$ cat src/design/cp1252_to_utf8_xml_escaper_top_defines.svh
// Assertion macros for the CP1252/UTF-8 to XML-safe UTF-8 escaper.
// Included by the top level; depends on nothing else.
`ifndef CP1252_TO_UTF8_XML_ESCAPER_TOP_DEFINES_SVH
`define CP1252_TO_UTF8_XML_ESCAPER_TOP_DEFINES_SVH

// Same-cycle implication, disabled while reset is asserted.
`define C2U_ASSERT_SAME(label, clk, rst_n, ante, cons) \
    label: assert property (@(posedge clk) disable iff (!rst_n) (ante) |-> (cons)) \
        else $error("c2u: same-cycle check failed");

// Next-cycle implication, disabled while reset is asserted.
`define C2U_ASSERT_NEXT(label, clk, rst_n, ante, cons) \
    label: assert property (@(posedge clk) disable iff (!rst_n) (ante) |=> (cons)) \
        else $error("c2u: next-cycle check failed");

`endif

$ cat src/design/c2u_pkg.sv
// Shared types, constants and encoding functions for the escaper.
// No dependencies; every other design file but the defines header imports this package.
package c2u_pkg;

    localparam int C_CP_W    = 21;
    localparam int C_BYTE_W  = 8;
    localparam int C_MAX_BYTES = 5;
    localparam int C_IDX_W   = 3;

    localparam logic [C_CP_W-1:0] C_REPL      = 21'h00FFFD;
    localparam logic [C_CP_W-1:0] C_CP_MAX    = 21'h10FFFF;
    localparam logic [C_CP_W-1:0] C_SURR_LO   = 21'h00D800;
    localparam logic [C_CP_W-1:0] C_SURR_HI   = 21'h00DFFF;
    localparam logic [C_CP_W-1:0] C_LIM_1B    = 21'h000080;
    localparam logic [C_CP_W-1:0] C_LIM_2B    = 21'h000800;
    localparam logic [C_CP_W-1:0] C_LIM_3B    = 21'h010000;
    localparam logic [C_CP_W-1:0] C_CP_AMP    = 21'h000026;
    localparam logic [C_CP_W-1:0] C_CP_LT     = 21'h00003C;
    localparam logic [C_CP_W-1:0] C_CP_GT     = 21'h00003E;

    localparam logic [C_BYTE_W-1:0] C_LEAD2   = 8'hC0;
    localparam logic [C_BYTE_W-1:0] C_LEAD3   = 8'hE0;
    localparam logic [C_BYTE_W-1:0] C_LEAD4   = 8'hF0;
    localparam logic [C_BYTE_W-1:0] C_CONT    = 8'h80;

    // Windows-1252 code points for bytes 0x80-0x9F; undefined slots hold U+FFFD.
    localparam logic [15:0] C_WIN1252_HIGH [32] = '{
        16'h20AC, 16'hFFFD, 16'h201A, 16'h0192, 16'h201E, 16'h2026, 16'h2020, 16'h2021,
        16'h02C6, 16'h2030, 16'h0160, 16'h2039, 16'h0152, 16'hFFFD, 16'h017D, 16'hFFFD,
        16'hFFFD, 16'h2018, 16'h2019, 16'h201C, 16'h201D, 16'h2022, 16'h2013, 16'h2014,
        16'h02DC, 16'h2122, 16'h0161, 16'h203A, 16'h0153, 16'hFFFD, 16'h017E, 16'h0178
    };

    // One decoded character: its output bytes, first byte in slot 0.
    typedef struct packed {
        logic [C_IDX_W-1:0]                    last_idx;
        logic [C_MAX_BYTES-1:0][C_BYTE_W-1:0]  bytes;
    } t_entry;

    typedef struct packed {
        logic valid;
        logic full;
    } t_q_status;

    // Escape or UTF-8 encode one code point.
    function automatic t_entry encode_cp(input logic [C_CP_W-1:0] cp_in);
        t_entry             e;
        logic [C_CP_W-1:0]  cp;
        e  = '0;
        cp = cp_in;
        if (cp == C_CP_AMP) begin
            e.bytes[0] = "&";
            e.bytes[1] = "a";
            e.bytes[2] = "m";
            e.bytes[3] = "p";
            e.bytes[4] = ";";
            e.last_idx = 3'd4;
        end else if (cp == C_CP_LT || cp == C_CP_GT) begin
            e.bytes[0] = "&";
            e.bytes[1] = (cp == C_CP_LT) ? 8'("l") : 8'("g");
            e.bytes[2] = "t";
            e.bytes[3] = ";";
            e.last_idx = 3'd3;
        end else begin
            if (cp == '0 || cp > C_CP_MAX || (cp >= C_SURR_LO && cp <= C_SURR_HI)) begin
                cp = C_REPL;
            end
            if (cp < C_LIM_1B) begin
                e.bytes[0] = cp[7:0];
                e.last_idx = 3'd0;
            end else if (cp < C_LIM_2B) begin
                e.bytes[0] = C_LEAD2 | {3'b000, cp[10:6]};
                e.bytes[1] = C_CONT  | {2'b00, cp[5:0]};
                e.last_idx = 3'd1;
            end else if (cp < C_LIM_3B) begin
                e.bytes[0] = C_LEAD3 | {4'b0000, cp[15:12]};
                e.bytes[1] = C_CONT  | {2'b00, cp[11:6]};
                e.bytes[2] = C_CONT  | {2'b00, cp[5:0]};
                e.last_idx = 3'd2;
            end else begin
                e.bytes[0] = C_LEAD4 | {5'b00000, cp[20:18]};
                e.bytes[1] = C_CONT  | {2'b00, cp[17:12]};
                e.bytes[2] = C_CONT  | {2'b00, cp[11:6]};
                e.bytes[3] = C_CONT  | {2'b00, cp[5:0]};
                e.last_idx = 3'd3;
            end
        end
        return e;
    endfunction

endpackage

$ cat src/design/c2u_if.sv
// Valid/ready channel interfaces for input items, output bytes and configuration.
// Depends on c2u_pkg for field widths.
interface c2u_in_if;
    import c2u_pkg::*;
    logic                 valid;
    logic                 ready;
    logic                 action;
    logic [C_CP_W-1:0]    value;
    modport source (output valid, output action, output value, input ready);
    modport sink   (input valid, input action, input value, output ready);
endinterface

interface c2u_out_if;
    import c2u_pkg::*;
    logic                 valid;
    logic                 ready;
    logic [C_BYTE_W-1:0]  out_byte;
    logic                 last;
    modport source (output valid, output out_byte, output last, input ready);
    modport sink   (input valid, input out_byte, input last, output ready);
endinterface

interface c2u_cfg_if;
    logic valid;
    logic ready;
    logic data;
    modport source (output valid, output data, input ready);
    modport sink   (input valid, input data, output ready);
endinterface

$ cat src/design/c2u_front.sv
// Front end: holds the source register, accepts items and turns each into its byte sequence.
// Depends on c2u_pkg and the channel interfaces.
module c2u_front (
    input  logic              i_clk,
    input  logic              i_rst_n,
    c2u_in_if.sink            i_in,
    c2u_cfg_if.sink           i_cfg,
    input  logic              i_full,
    output logic              o_push,
    output c2u_pkg::t_entry   o_entry
);
    import c2u_pkg::*;

    logic               r_source_is_utf8;
    logic [C_CP_W-1:0]  cp_sel;
    logic               raw_pass;
    t_entry             raw_entry;

    assign i_cfg.ready = 1'b1;
    assign i_in.ready  = !i_full;
    assign o_push      = i_in.valid && !i_full;

    always_ff @(posedge i_clk) begin
        if (!i_rst_n) begin
            r_source_is_utf8 <= 1'b0;
        end else if (i_cfg.valid && i_cfg.ready) begin
            r_source_is_utf8 <= i_cfg.data;
        end
    end

    always_comb begin
        cp_sel   = i_in.value;
        raw_pass = 1'b0;
        if (!i_in.action) begin
            if (!i_in.value[7] || i_in.value[7:5] != 3'b100) begin
                // ASCII, or Latin-1 range that maps to itself.
                cp_sel = {13'd0, i_in.value[7:0]};
            end else begin
                cp_sel = {5'd0, C_WIN1252_HIGH[i_in.value[4:0]]};
            end
            if (i_in.value[7] && r_source_is_utf8) begin
                raw_pass = 1'b1;
            end
        end
    end

    always_comb begin
        raw_entry          = '0;
        raw_entry.bytes[0] = i_in.value[7:0];
        raw_entry.last_idx = '0;
    end

    assign o_entry = raw_pass ? raw_entry : encode_cp(cp_sel);

endmodule

$ cat src/design/c2u_queue.sv
// Small FIFO of decoded entries between the front end and the back end.
// Depends on c2u_pkg.
module c2u_queue #(
    parameter int DEPTH = 4
) (
    input  logic                i_clk,
    input  logic                i_rst_n,
    input  logic                i_push,
    input  c2u_pkg::t_entry     i_push_entry,
    input  logic                i_pop,
    output c2u_pkg::t_entry     o_head,
    output c2u_pkg::t_q_status  o_status
);
    import c2u_pkg::*;

    localparam int AW = $clog2(DEPTH);
    localparam int CW = $clog2(DEPTH + 1);

    t_entry          r_mem [DEPTH];
    logic [AW-1:0]   r_wr_ptr, n_wr_ptr;
    logic [AW-1:0]   r_rd_ptr, n_rd_ptr;
    logic [CW-1:0]   r_count,  n_count;

    always_comb begin
        n_wr_ptr = r_wr_ptr;
        n_rd_ptr = r_rd_ptr;
        n_count  = r_count;
        if (i_push) begin
            n_wr_ptr = (r_wr_ptr == AW'(DEPTH - 1)) ? '0 : r_wr_ptr + AW'(1);
        end
        if (i_pop) begin
            n_rd_ptr = (r_rd_ptr == AW'(DEPTH - 1)) ? '0 : r_rd_ptr + AW'(1);
        end
        if (i_push && !i_pop) begin
            n_count = r_count + CW'(1);
        end else if (!i_push && i_pop) begin
            n_count = r_count - CW'(1);
        end
    end

    always_ff @(posedge i_clk) begin
        if (!i_rst_n) begin
            r_wr_ptr <= '0;
            r_rd_ptr <= '0;
            r_count  <= '0;
        end else begin
            r_wr_ptr <= n_wr_ptr;
            r_rd_ptr <= n_rd_ptr;
            r_count  <= n_count;
        end
    end

    always_ff @(posedge i_clk) begin
        if (i_push) begin
            r_mem[r_wr_ptr] <= i_push_entry;
        end
    end

    assign o_head         = r_mem[r_rd_ptr];
    assign o_status.valid = (r_count != '0);
    assign o_status.full  = (r_count == CW'(DEPTH));

endmodule

$ cat src/design/c2u_back.sv
// Back end: walks the head entry one byte per cycle into the output register while the receiver is ready.
// Depends on c2u_pkg and the output channel interface.
module c2u_back (
    input  logic                i_clk,
    input  logic                i_rst_n,
    input  c2u_pkg::t_entry     i_head,
    input  c2u_pkg::t_q_status  i_status,
    output logic                o_pop,
    c2u_out_if.source           o_out
);
    import c2u_pkg::*;

    logic                 r_out_valid;
    logic [C_BYTE_W-1:0]  r_out_byte;
    logic                 r_out_last;
    logic [C_IDX_W-1:0]   r_idx, n_idx;
    logic                 advance;
    logic                 is_last;

    assign advance = i_status.valid && (!r_out_valid || o_out.ready);
    assign is_last = (r_idx == i_head.last_idx);
    assign o_pop   = advance && is_last;

    always_comb begin
        n_idx = r_idx;
        if (advance) begin
            n_idx = is_last ? '0 : r_idx + C_IDX_W'(1);
        end
    end

    always_ff @(posedge i_clk) begin
        if (!i_rst_n) begin
            r_out_valid <= 1'b0;
            r_idx       <= '0;
        end else begin
            r_idx <= n_idx;
            if (advance) begin
                r_out_valid <= 1'b1;
            end else if (o_out.ready) begin
                r_out_valid <= 1'b0;
            end
        end
    end

    always_ff @(posedge i_clk) begin
        if (advance) begin
            r_out_byte <= i_head.bytes[r_idx];
            r_out_last <= is_last;
        end
    end

    assign o_out.valid    = r_out_valid;
    assign o_out.out_byte = r_out_byte;
    assign o_out.last     = r_out_last;

endmodule

$ cat src/design/cp1252_to_utf8_xml_escaper_top.sv
// Top level of the Windows-1252 / UTF-8 to XML-safe UTF-8 escaper.
// Depends on c2u_pkg, the channel interfaces, c2u_front, c2u_queue, c2u_back and the defines header.
//
// Usage:
// Each input item on i_in is either a raw text byte (action 0) or a Unicode code point
// (action 1). The block writes the character as UTF-8 on o_out, one byte per item there,
// with last set on the final byte. '&', '<' and '>' come out as "&amp;", "&lt;", "&gt;";
// code point 0, surrogates, values beyond U+10FFFF and undefined Windows-1252 slots come
// out as U+FFFD. i_cfg writes source_is_utf8; it is always ready and should be written
// only while no item is in flight.
// The first byte of an item reaches o_out through the queue and then the output byte register.
// Throughput: the front end takes one item per cycle while the queue has room; the back
// end drives one output byte per cycle while the receiver is ready, so a multi-byte item
// holds the output until its last byte is taken. The single output byte register sets the sustained rate.
// Reset clears source_is_utf8 (Windows-1252 decoding), empties the queue and drops
// o_out.valid. When the receiver stalls, the output byte holds, the queue fills, and
// i_in.ready falls once QUEUE_DEPTH items are waiting.
`include "cp1252_to_utf8_xml_escaper_top_defines.svh"

module cp1252_to_utf8_xml_escaper_top #(
    parameter int QUEUE_DEPTH = 4
) (
    input  logic      i_clk,
    input  logic      i_rst_n,
    c2u_in_if.sink    i_in,
    c2u_cfg_if.sink   i_cfg,
    c2u_out_if.source o_out
);
    import c2u_pkg::*;

    t_entry     push_entry;
    t_entry     head_entry;
    t_q_status  q_status;
    logic       push;
    logic       pop;

    // Front end decodes the item into its full byte sequence in the cycle it arrives.
    c2u_front u_front (
        .i_clk   (i_clk),
        .i_rst_n (i_rst_n),
        .i_in    (i_in),
        .i_cfg   (i_cfg),
        .i_full  (q_status.full),
        .o_push  (push),
        .o_entry (push_entry)
    );

    // The queue decouples item intake from the slower byte-by-byte output.
    c2u_queue #(
        .DEPTH (QUEUE_DEPTH)
    ) u_queue (
        .i_clk        (i_clk),
        .i_rst_n      (i_rst_n),
        .i_push       (push),
        .i_push_entry (push_entry),
        .i_pop        (pop),
        .o_head       (head_entry),
        .o_status     (q_status)
    );

    // Back end serializes the head entry and retires it on its last byte.
    c2u_back u_back (
        .i_clk    (i_clk),
        .i_rst_n  (i_rst_n),
        .i_head   (head_entry),
        .i_status (q_status),
        .o_pop    (pop),
        .o_out    (o_out)
    );

    // An accepted item is waiting in the queue on the next cycle.
    `C2U_ASSERT_NEXT(a_accept_queued, i_clk, i_rst_n, i_in.valid && i_in.ready, q_status.valid)
    // Entries are only retired from a non-empty queue.
    `C2U_ASSERT_SAME(a_pop_nonempty, i_clk, i_rst_n, pop, q_status.valid)
    // Retiring an entry always presents its final byte.
    `C2U_ASSERT_NEXT(a_pop_last, i_clk, i_rst_n, pop, o_out.valid && o_out.last)
    // Queued work with a free output register is never left idle.
    `C2U_ASSERT_NEXT(a_no_bubble, i_clk, i_rst_n,
        q_status.valid && (!o_out.valid || o_out.ready), o_out.valid)

endmodule
$ cat src/flat_wrapper.sv
// flat-port wrapper written by rule: the top's interface ports become plain ports
module cp1252_to_utf8_xml_escaper_top_flat import c2u_pkg::*;
#(
    parameter int QUEUE_DEPTH = 4
)
  (i_clk, i_rst_n, i_in_valid, i_in_action, i_in_value, i_in_ready, i_cfg_valid, i_cfg_data, i_cfg_ready, o_out_valid, o_out_out_byte, o_out_last, o_out_ready);
  c2u_in_if i_in_i ();
  c2u_cfg_if i_cfg_i ();
  c2u_out_if o_out_i ();
  input  logic i_clk;
  input  logic i_rst_n;
  input wire logic [$bits(i_in_i.valid)-1:0] i_in_valid;
  input wire logic [$bits(i_in_i.action)-1:0] i_in_action;
  input wire logic [$bits(i_in_i.value)-1:0] i_in_value;
  output wire logic [$bits(i_in_i.ready)-1:0] i_in_ready;
  input wire logic [$bits(i_cfg_i.valid)-1:0] i_cfg_valid;
  input wire logic [$bits(i_cfg_i.data)-1:0] i_cfg_data;
  output wire logic [$bits(i_cfg_i.ready)-1:0] i_cfg_ready;
  output wire logic [$bits(o_out_i.valid)-1:0] o_out_valid;
  output wire logic [$bits(o_out_i.out_byte)-1:0] o_out_out_byte;
  output wire logic [$bits(o_out_i.last)-1:0] o_out_last;
  input wire logic [$bits(o_out_i.ready)-1:0] o_out_ready;
  assign i_in_i.valid = i_in_valid;
  assign i_in_i.action = i_in_action;
  assign i_in_i.value = i_in_value;
  assign i_in_ready = i_in_i.ready;
  assign i_cfg_i.valid = i_cfg_valid;
  assign i_cfg_i.data = i_cfg_data;
  assign i_cfg_ready = i_cfg_i.ready;
  assign o_out_valid = o_out_i.valid;
  assign o_out_out_byte = o_out_i.out_byte;
  assign o_out_last = o_out_i.last;
  assign o_out_i.ready = o_out_ready;
  cp1252_to_utf8_xml_escaper_top #(.QUEUE_DEPTH(QUEUE_DEPTH)) u_core (.i_clk(i_clk), .i_rst_n(i_rst_n), .i_in(i_in_i), .i_cfg(i_cfg_i), .o_out(o_out_i));
endmodule
$ cat config.mk
export PLATFORM = sky130hd
export DESIGN_NAME = cp1252_to_utf8_xml_escaper_top_flat
export DESIGN_NICKNAME = d
export VERILOG_FILES = /design/src/design/c2u_pkg.sv /design/src/design/c2u_if.sv /design/src/design/c2u_front.sv /design/src/design/c2u_queue.sv /design/src/design/c2u_back.sv /design/src/design/cp1252_to_utf8_xml_escaper_top.sv /design/src/flat_wrapper.sv
export VERILOG_INCLUDE_DIRS = /design/src /design/src/design
export SDC_FILE = /design/constraint.sdc
export NUM_CORES = 1
export LEC_CHECK = 0
export BUFFER_PORTS_ARGS = -buffer_cell sky130_fd_sc_hd__buf_2
export CAP_MARGIN = 20
export CORE_ASPECT_RATIO = 0.8
export CORE_MARGIN = 4
export CORE_UTILIZATION = 55
export CTS_CLUSTER_SIZE = 20
export DETAILED_ROUTE_END_ITERATION = 10
export PLACE_DENSITY_LB_ADDON = 0.08
export SYNTH_ARGS = -nofsm -noshare
export SYNTH_HDL_FRONTEND = slang
export SYNTH_SLANG_ARGS = --single-unit
$ cat constraint.sdc
create_clock -name i_clk -period 3.55 [get_ports i_clk]
set_input_delay 0.1775 -clock i_clk [delete_from_list [all_inputs] [get_ports i_clk]]
set_output_delay 0.1775 -clock i_clk [all_outputs]
set_load 0.02 [all_outputs]
Word level (Yosys, flattened, before mapping)
Memories as Yosys holds them, arrays and structs flattened. A register that Yosys moved wholly into a read port is not among the register bits. Cells that the tools add are included.

$add $sub $neg: 5. Magnitude comparators: 8. Equality and inequality tests: 8. Mux-type cells: 38. Bitwise logic cells: 1. Reductions and logical operators: 21.

Operators with widths (number): $mux 21 (4); $mux 16 (5); $mux 32 (2); $eq 21x6->1 const B (3); $mux 43 (1); $bmux 8 s3 (1); $mux 24 (1); $mux 8 (3); $mux 22 (1); $ge 21x16->1 const B (1); $gt 21x21->1 const B (1); $le 21x16->1 const B (1); $logic_not 21->1 (1); $lt 21x12->1 const B (1); $lt 21x17->1 const B (1); $lt 21x8->1 const B (1); $mux 2 (7); $mux 3 (4); $logic_and 1x1->1 (7); $mux 1 (7); $add 3x1->3 const B (2); $ge 6x6->1 const B (1); $mux 6 (1); $not 5->6 (1); other kinds (12) (23).

Register bits after elaboration: 21. RAM bits: 172. ROM bits: 512. Output and inout port bits: 12. Word-level logic and storage cells: 91. Memories kept: 2.

Memories: (name not given) (depth 32, bits a word 16, read ports 1, clocked after memory_dff 0, write ports 0, line c2u_front.sv:39) `cp_sel = {5'd0, C_WIN1252_HIGH[i_in.value[4:0]]};`; u_core.u_queue.r_mem (depth 4, bits a word 43, read ports 1, clocked after memory_dff 1, write ports 1, line c2u_queue.sv:19) `t_entry r_mem [DEPTH];`.

Logic depth before layout (Yosys ltp)
Depth after elaboration: 19. Gate-level depth with buffers: 12.

By module
From an unflattened synthesis, not the netlist that was laid out.

Cell total of the unflattened synthesis: 616. Area total of the unflattened synthesis: 9440.3 µm².

By module, submodules not included: c2u_queue (times used 1, cells an instance 269, area each 6718.9 µm²); c2u_front (times used 1, cells an instance 278, area each 1903.1 µm²); c2u_back (times used 1, cells an instance 69, area each 818.3 µm²).

Worst setup path after synthesis
No wires, ideal clock.

Path kind: input-to-reg. Start point: input port i_in_value[1]. End point: memory u_core.u_queue.r_mem[0][1] (netlist name), data pin. Setup time: 0.192 ns. Arrival time: 2.644 ns. Data required time: 3.358 ns. Slack: 0.714 ns. Stages on the path: 11. Buffers on the path: 1. Cell sequence: inv_1 -> ha_1 -> clkbuf_1 -> mux2i_1 -> or3_1 -> a31oi_1 -> nand2b_1 -> nor4_2 -> a21o_1 -> mux2_1 -> a32oi_1.

RTL lines: start: declaration (line flat_wrapper.sv:14) `input wire logic [$bits(i_in_i.value)-1:0] i_in_value;`; end: declaration (line c2u_queue.sv:19).

==> out/metrics.csv <==
stage;metric;value;unit
timing;relSlewSlack;0.4723;
synth;synth_edf_count;141;
routing;antenna_left;0;
timing;period_needed;3.243;ns
synth;syn_area;0.007719;sq mm
die;dieWidth;140.4;microns
critical_path;endpoint_kind;flop;
grt;track_usage;0.2294;
clock_network;tritoncts;done;
timing;hold_slack;0.02177;ns
critical_path;max_stage_delay;0.69;ns
routing;drt_wl_total;17420;microns
die;start_util;0.5657;
synth;synth_nets;595;
power;power;0.005503;W
clock_network;cts_buffers;17;
synth;yosysWarningCount;0;
critical_path;worstPathArrival;3.53;ns
critical_path;crit_type;input pin to flop;
die;coreArea;0.01365;sq mm
grt;grt_max_degree;34;
placement;numPortBuffers;38;
power;power_switching;0.001592;W
timing;maxClockFrequency;308.3;MHz
power;ir_drop;558.3;uV
run;max_cap_viol_count;0;
placement;hpwl;12040;microns
routing;first_pass_iters;5;
layout;layout_commonest_cell;edfxtp_1;
layout;final_layout_size_suffix_gt1_frac;0.2660;
clock_network;insertion_delay;0.43;ns
die;io_pins;40;
placement;dp_cells;772;
layout;stdcell_area;0.008845;sq mm
routing;wl_per_cell;21.67;microns
routing;route.detailed.drc;0;
critical_path;worstPathMaxFanout;13;
clock_network;htree_levels;4;
layout;n_antenna_cell;0;
synth;yosysSeqAreaShare;0.5849;
outcome;status;finished clean;
critical_path;slowest_stage;nor4_1;
placement;placed_area;0.008250;sq mm
critical_path;start_kind;input pin;
grt;antenna_found_initial;1;
critical_path;cp_top_family;simple AND/OR/NAND/NOR gates;
routing;first_iter_violations;444;
timing;clock_skew;0.01112;ns
routing;num_vias;5011;
timing;finalSetupTns;0;ns
power;p_seq_frac;0.436;
power;power.internal;0.003911;W
timing;hold_viol_final;0;
die;rows;38;
power;p_comb_frac;0.241;
timing;setup_viol;0;
critical_path;cp_num_buf_inv;5;
critical_path;worstPathCellList;buf_2 > inv_1 > ha_1 > nor3b_1 > o221ai_1 > a22oi_2 > inv_1 > nor4_2 > nor3_2 > buf_4 > nor4_1 > buf_4;
synth;netlist_instances;550;
layout;final_cell_mix;141 x edfxtp_1, 41 x mux4_2, 38 x buf_2;
die;die_area;0.01601;sq mm
clock_network;cts.sinks;155;
timing;rsz0062_at_grt;false;
layout;area_growth;14.59;%
power;leakage;3.120;nW
synth;synthDistinctLibCells;75;
clock_network;cts_setup_buffers;0;
grt;grt_pass1_wl;27930;microns
die;die_h;114.0;microns
timing;slew_viol_final;0;
grt;grt_overflow;0;
synth;synthFlopType;edfxtp_1;
power;swShare;0.2893;
grt;grt_pass1_vias;5111;
clock_network;clock_path_buffers;2;
layout;finalNonFillerCells;804;
synth;yosys_register_bits;155;
clock_network;cts_hold_buf;0;
hold_path;hold_path.class;input pin to flop;
clock_network;cts_resized;0;
routing;vias_per_cell;6.233;
synth;async_reset_ff_frac;0;
power;clockPowerShare;0.322;
clock_network;cts_root_buffer;clkbuf_16;
timing;fin_crit_sh;0.9136;
synth;syn_area_per_cell;14.03;sq um
timing;tightest_slew;0.7843;ns
power;power.density;622.2;mW/mm^2
critical_path;cp.required;3.84;ns
layout;fin_nets;656;
placement;gp_congestion;0.9755;
clock_network;clkTransAtPathRegs;0.06;ns
[registers in the layout, summed over array words and instances (netlist names), named ones only]
signal,flops
u_core.u_queue.r_count,3
u_core.u_back.r_idx,3
u_core.u_queue.r_wr_ptr,2
u_core.u_back.o_out.last,1
u_core.u_queue.r_mem,132
u_core.u_back.o_out.valid,1
u_core.u_back.o_out.out_byte,8
u_core.u_queue.r_rd_ptr,2
u_core.u_front.r_source_is_utf8,1
[area by class of cell]
class | count | area (sq um)
well taps | 180 | 225.2
multi-input cells | 339 | 2963
fillers | 1013 | 4801
repair buffers | 73 | 452.9
flip-flops and latches | 155 | 4516
inverters | 25 | 93.84
clock inverters | 11 | 91.34
clock buffers | 21 | 503.0
[synthesized netlist by cell type (5+ instances only)]
cell	count	area, sq um
nand2_1	33	123.9
and2_1	8	50.05
a21boi_0	5	37.54
nor2b_1	10	62.56
or3_1	7	43.79
nand3_1	8	40.04
inv_1	25	93.84
nor2_1	27	101.4
a21oi_1	23	115.1
nor3_1	7	35.03
dfxtp_1	14	280.3
o21ai_0	23	115.1
and3_1	5	31.28
clkbuf_1	18	67.56
nand2b_1	8	50.05
mux2i_1	10	100.1
a31oi_1	9	56.30
edfxtp_1	141	4234
mux4_2	41	923.4
ha_1	16	200.2
o21ai_1	7	35.03
a211oi_1	11	82.58
xnor2_1	5	43.79
buf_4	5	37.54
[power by group through the flow]
stage	Clock [W]	Sequential [W]	Combinational [W]
floorplan	0	0.00250	0.000843
global placement	0	0.00242	0.00130
detailed placement	0	0.00244	0.00132
CTS	0.00180	0.00240	0.00134
global route	0.00189	0.00242	0.00144
finish	0.00177	0.00240	0.00133
[metrics by stage]
step,setup slack (ns),utilization
2_1_floorplan,0.7140,-
3_3_place_gp,-0.04508,0.6046
3_5_place_dp,-0.002538,0.6046
4_1_cts,0.4123,0.6482
5_1_grt,0.1085,0.6482
6_report,0.3066,0.6482
[layer usage]
metal	global-route usage	wire [microns]
met4	0.06585	195
met2	0.3501	8111
met5	0	13
met3	0.05700	1041
met1	0.3323	8060
[worst min-delay path: cells and delay by family]
family | cells | cell delay, ns
mux | 1 | 0.05
simple gates | 1 | 0.10
buf+inv | 1 | 0.07
[logic make-up after synthesis]
logic type                 Yosys count  share of synthesized area
adders and majority gates           17                    0.02853
other                                1                  0.0004858
xor gates and xnor gates             7                   0.007943
and+or+nand+nor                    137                    0.09986
DFF                                155                     0.5849
AOI/OAI and AO/OA                  125                     0.1130
muxes                               52                     0.1341
buffers and inverters               56                    0.03129
[worst paths after layout]
kind,startpoint,endpoint,slack (ns),cells after the start
setup / recovery,i_in_value[0],u_core.u_queue.r_mem[3][12]$_DFFE_PP_,0.31,12
hold / removal,i_cfg_data,u_core.u_front.r_source_is_utf8$_SDFFE_PN0P_,0.02,3
setup reg to reg,flop,u_core.u_queue.r_count[2]$_SDFFE_PN0P_,0.68,12
hold reg to reg,u_core.u_back.o_out.valid$_SDFFE_PN0P_,u_core.u_back.o_out.valid$_SDFFE_PN0P_,0.49,2
Note: power is estimated with default switching activity, not from simulation.
